[src/sv/wpm_pkg.sv]
// ----------------------------------------------------------------------------
// Wildcard pattern matcher package
// Shared types, byte codes and the letter folding function.
// ----------------------------------------------------------------------------
package wpm_pkg;

  typedef enum logic [1:0] {
    MODE_APPEND = 2'd0,
    MODE_TEXT   = 2'd1,
    MODE_END    = 2'd2,
    MODE_CLEAR  = 2'd3
  } mode_t;

  typedef struct packed {
    logic text_step;
    logic rearm;
  } cell_ctrl_t;

  localparam logic [7:0] STAR_BYTE    = 8'h2A;
  localparam logic [7:0] ANY_BYTE     = 8'h3F;
  localparam logic [7:0] LOWER_FIRST  = 8'h61;
  localparam logic [7:0] LOWER_LAST   = 8'h7A;
  localparam logic [7:0] CASE_OFFSET  = 8'h20;

  function automatic logic [7:0] fold_byte(input logic [7:0] b, input logic case_sens);
    logic [7:0] r;
    r = b;
    if (!case_sens && (b >= LOWER_FIRST) && (b <= LOWER_LAST)) begin
      r = b - CASE_OFFSET;
    end
    return r;
  endfunction

endpackage

[src/sv/wpm_cell.sv]
// ----------------------------------------------------------------------------
// Wildcard pattern matcher cell
// Holds one pattern byte and the active bit of its position, and passes the
// star closure and the advance bit on to the next cell.
// ----------------------------------------------------------------------------
module wpm_cell (
  input  logic               clk,
  input  logic               rst_n,
  input  wpm_pkg::cell_ctrl_t ctrl,
  input  logic               home,
  input  logic               valid,
  input  logic               wr_en,
  input  logic [7:0]         wr_byte,
  input  logic [7:0]         text_byte,
  input  logic               case_sensitive,
  input  logic               carry_in,
  input  logic               adv_in,
  output logic               cur_out,
  output logic               carry_out,
  output logic               adv_out
);

  logic [7:0] byte_r, byte_nxt;
  logic       active_r, active_nxt;
  logic       live, is_star, hit;

  assign is_star = (byte_r == wpm_pkg::STAR_BYTE);
  assign hit     = (byte_r == wpm_pkg::ANY_BYTE) ||
                   (wpm_pkg::fold_byte(byte_r, case_sensitive) ==
                    wpm_pkg::fold_byte(text_byte, case_sensitive));
  assign cur_out   = active_r | carry_in;
  assign live      = cur_out & valid;
  assign carry_out = live & is_star;
  assign adv_out   = live & !is_star & hit;

  always_comb begin
    active_nxt = active_r;
    if (ctrl.rearm) begin
      active_nxt = home;
    end else if (ctrl.text_step) begin
      active_nxt = carry_out | adv_in;
    end
    byte_nxt = wr_en ? wr_byte : byte_r;
  end

  always_ff @(posedge clk) begin
    if (!rst_n) begin
      active_r <= home;
    end else begin
      active_r <= active_nxt;
    end
  end

  always_ff @(posedge clk) begin
    byte_r <= byte_nxt;
  end

endmodule

[src/sv/wildcard_pattern_matcher.sv]
// ----------------------------------------------------------------------------
// Wildcard pattern matcher
// Matches streamed text against a loaded pattern with star and question mark.
// ----------------------------------------------------------------------------
// Throughput: one transaction per cycle in every mode while in_tready holds.
// An end-of-text result is registered in the output or the skid slot.
// The clock period is set by the star closure rippling through the cell row.
// Two result slots keep input flowing while one result waits downstream.
// Reset (synchronous, rst_n low) empties the pattern, arms position zero,
// clears the overflow flag, selects case folding and drops pending results.
module wildcard_pattern_matcher #(
  parameter int PATTERN_MAX = 32
) (
  input  logic       clk,
  input  logic       rst_n,
  input  logic       cfg_wr_en,
  input  logic       cfg_wr_data,   // case_sensitive
  input  logic       in_tvalid,
  output logic       in_tready,
  input  logic [7:0] in_tdata,      // ch
  input  logic [1:0] in_tuser,      // mode
  output logic       out_tvalid,
  input  logic       out_tready,
  output logic [7:0] out_tdata      // matched, pattern_overflow, zero fill
);

  localparam int LEN_W = $clog2(PATTERN_MAX + 1);

  logic                 case_sens_r, case_sens_nxt;
  logic [LEN_W-1:0]     len_r, len_nxt;
  logic                 ovf_r, ovf_nxt;
  logic                 last_r, last_nxt;
  logic                 out_valid_r, out_valid_nxt;
  logic [1:0]           out_data_r, out_data_nxt;
  logic                 skid_valid_r, skid_valid_nxt;
  logic [1:0]           skid_data_r, skid_data_nxt;

  wpm_pkg::mode_t       mode;
  wpm_pkg::cell_ctrl_t  ctrl;
  logic                 in_fire, append, full, end_fire, out_take;
  logic [PATTERN_MAX:0] carry, adv, cur;
  logic [1:0]           result;

  assign mode      = wpm_pkg::mode_t'(in_tuser);
  assign in_tready = !skid_valid_r;
  assign in_fire   = in_tvalid & in_tready;
  assign append    = in_fire && (mode == wpm_pkg::MODE_APPEND);
  assign end_fire  = in_fire && (mode == wpm_pkg::MODE_END);
  assign full      = (len_r == LEN_W'(PATTERN_MAX));

  assign ctrl.text_step = in_fire && (mode == wpm_pkg::MODE_TEXT);
  assign ctrl.rearm     = in_fire && ((mode == wpm_pkg::MODE_END) ||
                                      (mode == wpm_pkg::MODE_CLEAR));

  assign carry[0] = 1'b0;
  assign adv[0]   = 1'b0;

  for (genvar i = 0; i < PATTERN_MAX; i++) begin : g_cell
    wpm_cell u_cell (
      .clk            (clk),
      .rst_n          (rst_n),
      .ctrl           (ctrl),
      .home           (i == 0),
      .valid          (len_r > LEN_W'(i)),
      .wr_en          (append && (len_r == LEN_W'(i))),
      .wr_byte        (in_tdata),
      .text_byte      (in_tdata),
      .case_sensitive (case_sens_r),
      .carry_in       (carry[i]),
      .adv_in         (adv[i]),
      .cur_out        (cur[i]),
      .carry_out      (carry[i+1]),
      .adv_out        (adv[i+1])
    );
  end

  assign cur[PATTERN_MAX] = last_r | carry[PATTERN_MAX];
  assign result           = {ovf_r, cur[len_r]};
  assign out_take         = out_valid_r & out_tready;

  always_comb begin
    case_sens_nxt = cfg_wr_en ? cfg_wr_data : case_sens_r;
    len_nxt       = len_r;
    ovf_nxt       = ovf_r;
    last_nxt      = last_r;
    if (ctrl.rearm) begin
      last_nxt = 1'b0;
    end else if (ctrl.text_step) begin
      last_nxt = adv[PATTERN_MAX];
    end
    if (in_fire && (mode == wpm_pkg::MODE_CLEAR)) begin
      len_nxt = '0;
      ovf_nxt = 1'b0;
    end else if (append) begin
      if (full) begin
        ovf_nxt = 1'b1;
      end else begin
        len_nxt = len_r + LEN_W'(1);
      end
    end
  end

  always_comb begin
    out_valid_nxt  = out_valid_r;
    out_data_nxt   = out_data_r;
    skid_valid_nxt = skid_valid_r;
    skid_data_nxt  = skid_data_r;
    if (out_take && skid_valid_r) begin
      out_data_nxt   = skid_data_r;
      skid_valid_nxt = 1'b0;
    end else if (out_take || !out_valid_r) begin
      out_valid_nxt = end_fire;
      if (end_fire) begin
        out_data_nxt = result;
      end
    end else if (end_fire) begin
      skid_valid_nxt = 1'b1;
      skid_data_nxt  = result;
    end
  end

  always_ff @(posedge clk) begin
    if (!rst_n) begin
      case_sens_r  <= 1'b0;
      len_r        <= '0;
      ovf_r        <= 1'b0;
      last_r       <= 1'b0;
      out_valid_r  <= 1'b0;
      skid_valid_r <= 1'b0;
    end else begin
      case_sens_r  <= case_sens_nxt;
      len_r        <= len_nxt;
      ovf_r        <= ovf_nxt;
      last_r       <= last_nxt;
      out_valid_r  <= out_valid_nxt;
      skid_valid_r <= skid_valid_nxt;
    end
  end

  always_ff @(posedge clk) begin
    out_data_r  <= out_data_nxt;
    skid_data_r <= skid_data_nxt;
  end

  assign out_tvalid = out_valid_r;
  assign out_tdata  = {6'b0, out_data_r};

  a_len_bound : assert property (@(posedge clk) disable iff (!rst_n)
    len_r <= LEN_W'(PATTERN_MAX))
    else $error("pattern length beyond store size");

  a_skid_needs_out : assert property (@(posedge clk) disable iff (!rst_n)
    skid_valid_r |-> out_valid_r)
    else $error("skid slot filled while output slot empty");

  a_end_gives_result : assert property (@(posedge clk) disable iff (!rst_n)
    end_fire |=> out_valid_r)
    else $error("end-of-text transaction produced no result");

  a_clear_empties : assert property (@(posedge clk) disable iff (!rst_n)
    (in_fire && (mode == wpm_pkg::MODE_CLEAR)) |=> (len_r == '0) && !ovf_r)
    else $error("clear did not empty the pattern");

  a_overflow_only_full : assert property (@(posedge clk) disable iff (!rst_n)
    $rose(ovf_r) |-> (len_r == LEN_W'(PATTERN_MAX)))
    else $error("overflow flagged with room left in the store");

endmodule

[config.mk]
export PLATFORM = sky130hd
export DESIGN_NAME = wildcard_pattern_matcher
export DESIGN_NICKNAME = d
export VERILOG_FILES = /design/src/sv/wpm_pkg.sv /design/src/sv/wpm_cell.sv /design/src/sv/wildcard_pattern_matcher.sv
export SDC_FILE = /design/constraint.sdc
export NUM_CORES = 1
export LEC_CHECK = 0
export BUFFER_PORTS_ARGS = -buffer_cell sky130_fd_sc_hd__buf_2
export CAP_MARGIN = 5
export CORE_UTILIZATION = 40
export DETAILED_ROUTE_END_ITERATION = 16
export GPL_TIMING_DRIVEN = 0
export SLEW_MARGIN = 25
export SYNTH_ARGS = -nofsm -noshare
export SYNTH_HDL_FRONTEND = slang
export SYNTH_HIERARCHICAL = 1
export SYNTH_SLANG_ARGS = --single-unit
export TNS_END_PERCENT = 20
[constraint.sdc]
create_clock -name clk -period 20.9 [get_ports clk]
set_clock_uncertainty 0.05 [all_clocks]
set_input_delay 2.09 -clock clk [delete_from_list [all_inputs] [get_ports clk]]
set_output_delay 2.09 -clock clk [all_outputs]
set_load 0.01 [all_outputs]
[After elaboration in Yosys (flattened, before gate mapping)]
Index checks and enable logic that the tools add are counted.
Word-level totals
  logic and storage cells: 757
  output and inout port bits: 10
  bits in registers: 303
Operators by class
  bitwise gates (word level): 197
  equal/unequal tests: 131
  multiplexer cells: 38
  $add $sub $neg: 34
  order comparisons: 99
  reduce and logical (&&, ||, !) cells: 186
Operator list (count)
  $eq A8 B6 Y1 const B: 64
  $ge A8 B7 Y1 const B: 33
  $le A8 B7 Y1 const B: 33
  $mux W8: 33
  $sub A8 B6 Y8 const B: 33
  $eq A8 B8 Y1: 32
  $and A1 B1 Y1: 130
  $logic_and A1 B1 Y1: 104
  $eq A6 B5 Y1 const B: 16
  $gt A6 B5 Y1 const B: 16
  $or A1 B1 Y1: 63
  $eq A6 B4 Y1 const B: 8
  $gt A6 B4 Y1 const B: 8
  $logic_not A1 Y1: 35
  $logic_or A1 B1 Y1: 34
  $eq A6 B3 Y1 const B: 4
  $gt A6 B3 Y1 const B: 4
  $eq A6 B2 Y1 const B: 2
  $gt A6 B1 Y1 const B: 2
  $gt A6 B2 Y1 const B: 2
  $reduce_and A2 Y1: 5
  $lt A6 B7 Y1 const B: 1
  $add A6 B1 Y6 const B: 1
  $bmux W1 S6: 1
  12 further kinds: 21

[Depth between registers and ports, before layout]
Gate-level depths: netlist of the first run.
  depth in word-level cells: 102
  gate-level depth with buffers: 105
  depth with buffers taken out: 103

[Hierarchy]
The synthesis of the first run kept the hierarchy.
Modules (own cells, without submodules)
  wpm_cell: area an instance 648.1 µm², cells an instance 64, sequential area each 270.3 µm², instances 32
  wildcard_pattern_matcher: area an instance 1639.1 µm², cells an instance 230, sequential area each 340.3 µm², instances 1

[Worst setup path after synthesis of the first run]
OpenSTA, ideal clock, no wires.
  path type: register -> register
  start point: reg len_r[1]
  end point: reg out_data_r[0] (data pin)
  setup slack: 4913 ps
  clock period less this slack: 15987 ps
  setup time: 266 ps
  stages on the path, launching flop included: 104
  arrival: 15671 ps
  required time: 20584 ps
  path through: dfxtp_1 > buf_2 > buf_2 > inv_1 > ha_1 > nand3_1 > nand3_1 > nor2_1 > or2_2 > nand3_1 > nor2_1 > or2_2 > nand3_1 > nor2_1 > or2_2 > nand3_1 > nor2_1 > or2_2 > [... 68 more ...] > or2_2 > nand3_1 > nor2_1 > or2_2 > nand3_1 > nor2_1 > or2_2 > nand3_1 > nor2_1 > or2_2 > nand3_1 > nor2_1 > or2_2 > mux2i_1 > o22ai_1 > o21bai_1 > a41o_1 > a31oi_1
On the way
  cells in the longest elaborated chain, start to end: 102
  elaborated cells between the ends (all ways): 133
  those cells by class: order compare: 32; mux: 5; bitwise: 96
Ends and longest elaborated chain
  start, declared: line wildcard_pattern_matcher.sv:30  | logic [LEN_W-1:0] len_r, len_nxt;
  start signal, assigned: line wildcard_pattern_matcher.sv:132  | len_r <= len_nxt;
  $gt A6 B1 Y1 (*): line wildcard_pattern_matcher.sv:64  | .valid (len_r > LEN_W'(i)),
  $and A1 B1 Y1 (*): line wpm_cell.sv:32  | assign live = cur_out & valid;
  $and A1 B1 Y1 (*): line wpm_cell.sv:33  | assign carry_out = live & is_star;
  named net carry[1]: line wildcard_pattern_matcher.sv:41  | logic [PATTERN_MAX:0] carry, adv, cur;
  $or A1 B1 Y1 (*): line wpm_cell.sv:31  | assign cur_out = active_r | carry_in;
  named net cur[1]: line wildcard_pattern_matcher.sv:41
  $and A1 B1 Y1 (*): line wpm_cell.sv:32
  $and A1 B1 Y1 (*): line wpm_cell.sv:33
  named net carry[2]: line wildcard_pattern_matcher.sv:41
  [... 1 more ...]
  named net cur[2]: line wildcard_pattern_matcher.sv:41
  [... 2 more ...]
  named net carry[3]: line wildcard_pattern_matcher.sv:41
  [... 1 more ...]
  named net cur[3]: line wildcard_pattern_matcher.sv:41
  [... 2 more ...]
  named net carry[4]: line wildcard_pattern_matcher.sv:41
  [... 1 more ...]
  named net cur[4]: line wildcard_pattern_matcher.sv:41
  [... 2 more ...]
  named net carry[5]: line wildcard_pattern_matcher.sv:41
  [... 1 more ...]
  named net cur[5]: line wildcard_pattern_matcher.sv:41
  [... 2 more ...]
  named net carry[6]: line wildcard_pattern_matcher.sv:41
  [... 1 more ...]
  named net cur[6]: line wildcard_pattern_matcher.sv:41
  [... 2 more ...]
  named net carry[7]: line wildcard_pattern_matcher.sv:41
  [... 1 more ...]
  named net cur[7]: line wildcard_pattern_matcher.sv:41
  [... 2 more ...]
  named net carry[8]: line wildcard_pattern_matcher.sv:41
  [... 1 more ...]
  named net cur[8]: line wildcard_pattern_matcher.sv:41
  [... 2 more ...]
  named net carry[9]: line wildcard_pattern_matcher.sv:41
  [... 1 more ...]
  named net cur[9]: line wildcard_pattern_matcher.sv:41
  [... 2 more ...]
  named net carry[10]: line wildcard_pattern_matcher.sv:41
  [... 1 more ...]
  named net cur[10]: line wildcard_pattern_matcher.sv:41
  [... 2 more ...]
  named net carry[11]: line wildcard_pattern_matcher.sv:41
  [... 1 more ...]
  named net cur[11]: line wildcard_pattern_matcher.sv:41
  [... 2 more ...]
  named net carry[12]: line wildcard_pattern_matcher.sv:41
  [... 1 more ...]
  named net cur[12]: line wildcard_pattern_matcher.sv:41
  [... 2 more ...]
  named net carry[13]: line wildcard_pattern_matcher.sv:41
  [... 1 more ...]
  named net cur[13]: line wildcard_pattern_matcher.sv:41
  [... 2 more ...]
  named net carry[14]: line wildcard_pattern_matcher.sv:41
  [... 1 more ...]
  named net cur[14]: line wildcard_pattern_matcher.sv:41
  [... 2 more ...]
  named net carry[15]: line wildcard_pattern_matcher.sv:41
  [... 1 more ...]
  named net cur[15]: line wildcard_pattern_matcher.sv:41
  [... 2 more ...]
  named net carry[16]: line wildcard_pattern_matcher.sv:41
  [... 1 more ...]
  named net cur[16]: line wildcard_pattern_matcher.sv:41
  [... 2 more ...]
  named net carry[17]: line wildcard_pattern_matcher.sv:41
  [... 1 more ...]
  named net cur[17]: line wildcard_pattern_matcher.sv:41
  [... 2 more ...]
  named net carry[18]: line wildcard_pattern_matcher.sv:41
  [... 1 more ...]
  named net cur[18]: line wildcard_pattern_matcher.sv:41
  [... 2 more ...]
  named net carry[19]: line wildcard_pattern_matcher.sv:41
  [... 1 more ...]
  named net cur[19]: line wildcard_pattern_matcher.sv:41
  [... 2 more ...]
  named net carry[20]: line wildcard_pattern_matcher.sv:41
  [... 1 more ...]
  named net cur[20]: line wildcard_pattern_matcher.sv:41
  [... 2 more ...]
  named net carry[21]: line wildcard_pattern_matcher.sv:41
  [... 1 more ...]
  named net cur[21]: line wildcard_pattern_matcher.sv:41
  [... 2 more ...]
  named net carry[22]: line wildcard_pattern_matcher.sv:41
  [... 1 more ...]
  named net cur[22]: line wildcard_pattern_matcher.sv:41
  [... 2 more ...]
  named net carry[23]: line wildcard_pattern_matcher.sv:41
  [... 1 more ...]
  named net cur[23]: line wildcard_pattern_matcher.sv:41
  [... 2 more ...]
  named net carry[24]: line wildcard_pattern_matcher.sv:41
  [... 1 more ...]
  named net cur[24]: line wildcard_pattern_matcher.sv:41
  [... 2 more ...]
  named net carry[25]: line wildcard_pattern_matcher.sv:41
  [... 1 more ...]
  named net cur[25]: line wildcard_pattern_matcher.sv:41
  [... 2 more ...]
  named net carry[26]: line wildcard_pattern_matcher.sv:41
  [... 1 more ...]
  named net cur[26]: line wildcard_pattern_matcher.sv:41
  [... 2 more ...]
  named net carry[27]: line wildcard_pattern_matcher.sv:41
  [... 1 more ...]
  named net cur[27]: line wildcard_pattern_matcher.sv:41
  [... 2 more ...]
  named net carry[28]: line wildcard_pattern_matcher.sv:41
  [... 1 more ...]
  named net cur[28]: line wildcard_pattern_matcher.sv:41
  [... 2 more ...]
  named net carry[29]: line wildcard_pattern_matcher.sv:41
  [... 1 more ...]
  named net cur[29]: line wildcard_pattern_matcher.sv:41
  [... 2 more ...]
  named net carry[30]: line wildcard_pattern_matcher.sv:41
  [... 1 more ...]
  named net cur[30]: line wildcard_pattern_matcher.sv:41
  [... 2 more ...]
  named net carry[31]: line wildcard_pattern_matcher.sv:41
  [... 1 more ...]
  named net cur[31]: line wildcard_pattern_matcher.sv:41
  [... 1 more ...]
  $and A1 B1 Y1: line wpm_cell.sv:33
  $or A1 B1 Y1: line wildcard_pattern_matcher.sv:77  | assign cur[PATTERN_MAX] = last_r | carry[PATTERN_MAX];
  $bmux W1 S6 (*): line wildcard_pattern_matcher.sv:78  | assign result = {ovf_r, cur[len_r]};
  $mux W1 (not written as such) (*): line wildcard_pattern_matcher.sv:78
  $mux W2 (*): line wildcard_pattern_matcher.sv:113  | if (end_fire) begin
  $mux W2 (*): line wildcard_pattern_matcher.sv:111  | end else if (out_take || !out_valid_r) begin
  $mux W2 (*): line wildcard_pattern_matcher.sv:108  | if (out_take && skid_valid_r) begin
  named net out_data_nxt[0]: line wildcard_pattern_matcher.sv:34  | logic [1:0] out_data_r, out_data_nxt;
  end signal, assigned: line wildcard_pattern_matcher.sv:141  | out_data_r <= out_data_nxt;
  end, declared: line wildcard_pattern_matcher.sv:34
The timed path passes the listed nets; every way through them passes the cells marked *. The select of a mux whose other input is x is not followed.
A chain may end at the register's enable or synchronous reset.

[Worst setup path in the final report of the first run]
Same ends and word-level chain as after synthesis.

==> results.md, run 1 <==
* CP peak stage delay at 0.41 ns
* Max Slew Vio Count at 0
* Crit share post-route at 93.39%
* Fmax at 51.23 MHz
* Clock slew at reported path FFs at 0.06 ns
* # rows at 86
* Clock sink count at 303
* Yosys warnings at 6
* Floorplan Core Area at 55200 µm²
* Post-synthesis sequential area ratio at 40.17%
* DRC at 0
* CTS tree: done
* Unrepaired setup endpoints after global routing: no
* Postcts setup bufs at 0
* Post-synthesis async set-or-reset flop share at 0%
* Vias per cell at 5.701
* Post-synthesis mux area share at 0.9001%
* Global-route wire length before repair at 95.19 mm
* Initial core utilization at 40.54%
* Hold WC Path Type: flop to flop
* Synth Area in Compound Gates at 17.46%
* Finished layout cell area at 25210 µm²
* CTS H-tree depth at 2
* Primary FF master, synth: edfxtp_1
* Setup violations, final at 0
* GR Util All Layers at 21.09%
* Die X-Extent at 238.5 µm
* Largest net degree at the start of global routing at 93
* Critical path endpoint category: flop
* Cell Area, Synth at 22380 µm²
* RePlAce Congestion at 0.8584
* TNS Setup at 0 ns
* Full die area at 56900 µm²
* R2r setup slk at 1.38 ns
* Routed WL per cell at 18.79 µm
* Final WL at 59.47 mm
* Most Frequent Cell on Critical Path: nand3_1
* Slowest CP cell: ha_1
* Worst-Margin Slew at 0.8846 ns
* CTS Buf Count at 36
* Hold_sp: ovf_r
* Share of cells above drive strength 1 at 15.77%
* Post-synth cell types at 56
* Crit path launch: len_r[1]
* DP Area at 23950 µm²
* DRT Pass-1 Iters at 5
* Layout area overhead at 12.67%
* Die Ht at 238.5 µm
* Pwr per Cell Area at 58.63 nW/µm²
* Data arrival time of the critical path at 19.76 ns
* Routed Antenna Nets at 0
* Initial antenna violation count at 3
* Detail Placement HPWL at 38.55 mm
* VDD IR-drop max at 0.06054 mV
* Max-Cap Viols at 0
* Resize count post-CTS at 0
* Clock insertion delay at the later pin of the skew report at 0.56 ns
* Hold-fix buffers at CTS at 0
* Worst r2r src: len_r[1]
* Detailed-route via count at 18040
* Worst slew margin at 40.81%
* Critical Path RT at 21.15 ns
* Vias in the first global route at 17780
* Max FO, Critical Path at 10
* P_leak at 8.425 nW
* GRT overflow at 0
* Outcome: complete, no violations
* Number of synthesized register bits at 303
* Mapped Cells at 2278
* Final hold violations at 0
* Synthesized area per cell at 9.824 µm²
* Ports at 26
* Post-Synth Simple-Gate Area at 24.59%
* Root Buffer: clkbuf_16
* First DRT Iteration DRCs at 1198
* Max clock buf depth at 3
* Post-Synth XOR/XNOR Area at 10.14%
* Main combinational cell family by area after synthesis: simple AND/OR/NAND/NOR gates
* Synth Area in Adders at 3.858%
* Setup CP Type: flop to flop
* Worst setup SP type: flop
* PortBufs at 19
* Post-synth EDFFs at 292
* Final #Nets at 2474
* Min Clock Period, post-route at 19.52 ns
-- worst max-delay path, delay by kind of cell, from the launching register on --
| kind | cells | cell delay, ns |
|---|---|---|
| buf+inv | 3 | 0.72 |
| flops | 1 | 0.37 |
| compound gates | 4 | 0.73 |
| mux | 1 | 0.27 |
| fa+ha+maj | 1 | 0.41 |
| simple gates | 94 | 16.65 |
-- cells by family after synthesis --
kind of cell	after synthesis
simple gates	1000
buf+inv	160
compound gates	465
mux	20
other cells	2
flops	303
fa+ha+maj	69
xor+xnor	259
-- layout by cell type (no fill, tap or decap), types with 6 or more instances in the layout --
| cell | synthesis | final |
|---|---|---|
| a2111oi_0 | 32 | 32 |
| a21oi_1 | 42 | 42 |
| a21oi_2 | 32 | 32 |
| and2b_2 | 32 | 32 |
| and4_1 | 33 | 33 |
| buf_16 | 0 | 10 |
| buf_2 | 6 | 19 |
| buf_4 | 8 | 11 |
| buf_8 | 0 | 6 |
| clkbuf_1 | 5 | 13 |
| clkbuf_16 | 0 | 37 |
| conb_1 | 2 | 40 |
| dfxtp_1 | 11 | 10 |
| edfxtp_1 | 292 | 292 |
| ha_1 | 69 | 69 |
| inv_1 | 139 | 138 |
| mux2i_1 | 19 | 19 |
| nand2_1 | 212 | 212 |
| nand2b_1 | 37 | 37 |
| nand3_1 | 169 | 169 |
| nand4_1 | 33 | 33 |
| nor2_1 | 168 | 168 |
| nor3_1 | 39 | 33 |
| nor3_2 | 2 | 8 |
| nor4_1 | 64 | 64 |
| o21ai_0 | 139 | 139 |
| o21bai_1 | 43 | 43 |
| o22ai_1 | 8 | 8 |
| o2bb2ai_1 | 32 | 32 |
| o31a_2 | 32 | 32 |
| o31ai_1 | 32 | 32 |
| o32ai_4 | 32 | 32 |
| o41ai_1 | 32 | 32 |
| or2_2 | 68 | 68 |
| or2b_2 | 32 | 32 |
| or3_1 | 65 | 65 |
| or3_4 | 32 | 32 |
| xnor2_1 | 98 | 98 |
| xor2_1 | 161 | 161 |
-- final cells by class --
class                      instances  area [µm²]
fill                            5021       29990
multi-input combinational       1853       12940
sequential                       303        8992
clock buffer                      46       969.7
tap                              748       935.9
inverter                         140       525.5
timing repair buffer              35       495.5
clock inverter                    19       240.2
buffer                            20       112.6
antenna                            1       2.502
-- stage by stage --
| step | util (%) | cells | hold WS [ns] | setup WS, ns | power, W |
|---|---|---|---|---|---|
| after floorplan | - | 2316 | 0.3754 | 4.913 | 0.0007716 |
| after global placement | 42.67 | 3083 | 0.4479 | 1.719 | 0.0008382 |
| after detailed placement | 43.39 | 3098 | 0.4524 | 1.552 | 0.0008439 |
| after CTS | 45.58 | 3163 | 0.4677 | 1.501 | 0.001491 |
| after global routing | 45.67 | 3164 | 0.4792 | 0.3781 | 0.001531 |
| final | 45.68 | 3165 | 0.4617 | 1.381 | 0.001478 |
-- cell usage after synthesis, types with 5 or more instances --
library cell	n	share of area, %
a2111oi_0	32	1.3
a21oi_1	42	0.94
a21oi_2	32	1.3
and2b_2	32	1.3
and4_1	33	1.3
buf_2	6	0.13
buf_4	8	0.27
clkbuf_1	5	0.084
dfxtp_1	11	0.98
edfxtp_1	292	39
ha_1	69	3.9
inv_1	139	2.3
mux2i_1	19	0.85
nand2_1	212	3.6
nand2b_1	37	1.0
nand3_1	169	3.8
nand4_1	33	0.92
nor2_1	168	2.8
nor3_1	39	0.87
nor4_1	64	1.8
o21ai_0	139	3.1
o21bai_1	43	1.4
o22ai_1	8	0.22
o2bb2ai_1	32	1.3
o31a_2	32	1.4
o31ai_1	32	1.1
o32ai_4	32	3.9
o41ai_1	32	1.3
or2_2	68	1.9
or2b_2	32	1.3
or3_1	65	1.8
or3_4	32	1.6
xnor2_1	98	3.8
xor2_1	161	6.3
-- path summary, 6_finish.rpt --
kind / cells past startpoint / to
worst min register to register: 0 / skid_data_r[1]
worst min-delay path: 0 / skid_data_r[1]
worst max register to register: 103 / out_data_r[0]
worst max-delay path: 103 / out_data_r[0]
-- state kept, by name, summed over array words and instances (netlist names) --
name	count
last_r	1
len_r	6
out_data_r	2
g_cell.u_cell/active_r	32
skid_valid_r	1
out_tvalid	1
g_cell.u_cell/byte_r	256
ovf_r	1
case_sens_r	1
skid_data_r	2
-- routing by layer --
metal / global-route usage (%) / up-vias / wire (µm)
li1: - / 8702 / -
met1: 26.46 / 8754 / 26170
met2: 37.01 / 481 / 28850
met3: 2.956 / 102 / 2921
met4: 7.246 / 4 / 1506
met5: 0 / - / 23
-- where the power goes --
part,total (W),internal [W],switching [W]
Clock,0.000645,0.000392,0.000253
Combinational,0.000156,0.0000537,0.000102
Sequential,0.000677,0.000673,0.00000411
Note: power is estimated with default switching activity, not from simulation.
==> run 2, diff against run 1 <==
MAX_ROUTING_LAYER = met4   (was not set)
==> results.md, run 2 (synthesis results as in run 1) <==
* Postcts setup bufs at 0
* Inst Count DP at 3098
* Clk network pwr share at 43.7%
* Total Power at 0.001477 W
* Routed WL per cell at 18.79 µm
* Resize count post-CTS at 0
* DRT Pass-1 Iters at 5
* Share of cells above drive strength 1 at 15.73%
* Final WL at 59.49 mm
* Hold_sp: ovf_r
* R2R depth at 103
* Layout area overhead at 12.57%
* CTS Buf Count at 36
* Critical Path RT at 21.15 ns
* Fillers at 5026
* Worst setup SP type: flop
* Floorplan Core Area at 55200 µm²
* Pwr per Cell Area at 58.64 nW/µm²
* Top flop regs: g_cell.u_cell/byte_r x256, g_cell.u_cell/active_r x32, len_r x6
* Hold WC Path Type: flop to flop
* Data arrival time of the critical path at 19.71 ns
* Crit share post-route at 93.11%
* Worst slack, placed at 1.552 ns
* P_leak at 8.412 nW
* VDD IR-drop max at 0.06090 mV
* Final #Nets at 2473
* Outcome: complete, no violations
* CTS tree: done
* Detail Placement HPWL at 38.55 mm
* Setup violations, final at 0
* Internal at 0.001118 W
* DRC at 0
* Die X-Extent at 238.5 µm
* FF-to-FF End: out_data_r[0]
* Buf/Inv on CP at 3
* Non-filler cells, final at 3166
* # rows at 86
* Clock sink count at 303
* Max-Cap Viols at 0
* Commonest non-fill, non-tap cells in the layout: edfxtp_1, nand2_1, nand3_1
* Slowest CP cell: ha_1
* Setup CP Type: flop to flop
* RePlAce Congestion at 0.8722
* Most common cell after layout, fill and taps aside: edfxtp_1
* Cell family contributing the most delay on the critical path: simple AND/OR/NAND/NOR gates
* Ports at 26
* Die Ht at 238.5 µm
* First DRT Iteration DRCs at 1175
* Worst slew margin at 27.48%
* Combinational group share of total power at 10.5%
* Clock insertion delay at the later pin of the skew report at 0.56 ns
* Min Hold Slack at 0.4475 ns
* Hold depth at 0
* Hold Crit Endpoint: skid_data_r[1]
* Min Clock Period, post-route at 19.46 ns
* Root Buffer: clkbuf_16
* PortBufs at 19
* CTS H-tree depth at 2
* Fmax at 51.39 MHz
* TNS Setup at 0 ns
* Register share of total power at 45.8%
* Final WS setup at 1.440 ns
* Top reg by flops: g_cell.u_cell/byte_r
* Hold-fix buffers at CTS at 0
* Largest net degree at the start of global routing at 93
* Unrepaired setup endpoints after global routing: no
* Worst r2r src: len_r[1]
* Initial antenna violation count at 3
* Max Slew Vio Count at 0
* Most Frequent Cell on Critical Path: nand3_1
* Sw Pwr at 0.0003589 W
* Critical path endpoint category: flop
* Global-route wire length before repair at 95.22 mm
* CP peak stage delay at 0.41 ns
* R2r setup slk at 1.44 ns
* Detailed-route via count at 18070
* Clock slew at reported path FFs at 0.06 ns
* Max clock buf depth at 3
* Initial core utilization at 40.54%
* Final hold violations at 0
* Sw frac at 24.30%
* Routed Antenna Nets at 0
* Max FO, Critical Path at 10
* Worst-Margin Slew at 1.088 ns
* Full die area at 56900 µm²
* GRT overflow at 0
* Vias per cell at 5.707
* Max reg flops at 256
* GR Util All Layers at 21.74%
* Vias in the first global route at 17770
==> run 2: worst max path at each step <==
stage,from,to,depth (start not counted)
2_1_floorplan,len_r[1],out_data_r[0],103
3_5_place_dp,len_r[1],out_data_r[0],103
3_3_place_gp,len_r[1],out_data_r[0],103
4_1_cts,len_r[1],out_data_r[0],103
6_report,len_r[1],out_data_r[0],103
5_1_grt,len_r[1],out_data_r[0],103
==> run 2: layer usage <==
metal / wire (µm) / vias up / track usage [%]
li1: - / 8713 / -
met1: 26390 / 8817 / 26.40
met2: 28980 / 440 / 36.98
met3: 2708 / 97 / 3.118
met4: 1406 / 0 / 7.265
met5: 0 / - / -
==> run 2: power by group through the flow <==
stage                     registers, W  clock network [W]  logic [W]
final                         0.000677           0.000645   0.000155
after global routing          0.000677           0.000680   0.000172
after CTS                     0.000677           0.000659   0.000155
after detailed placement      0.000690                  0   0.000154
after global placement        0.000694                  0   0.000144
after floorplan               0.000691                  0  0.0000810
==> run 2: layout make-up <==
cell class                 instances  area [µm²]  area share [%]
timing repair buffer              34       467.9           1.858
sequential                       303        8992           35.70
multi-input combinational       1853       12940           51.37
clock inverter                    19       240.2          0.9536
inverter                         140       525.5           2.086
clock buffer                      46       969.7           3.849
buffer                            20       112.6          0.4470
antenna                            3       7.507         0.02980
tap                              748       935.9           3.715
==> run 2: worst reg2reg max path, delay by kind of cell, from the launching register on <==
kind,cells,cell delay [ns]
buffers and inverters,3,0.73
AOI/OAI and AO/OA,4,0.71
DFF,1,0.37
muxes,1,0.27
and+or+nand+nor,94,16.64
adders and majority gates,1,0.41
==> run 2: per-stage QoR <==
| step | utilization, % | cell area [µm²] |
|---|---|---|
| after floorplan | - | 22520 |
| after global placement | 42.67 | 23550 |
| after detailed placement | 43.39 | 23950 |
| after CTS | 45.58 | 25160 |
| after global routing | 45.64 | 25190 |
| final | 45.64 | 25190 |
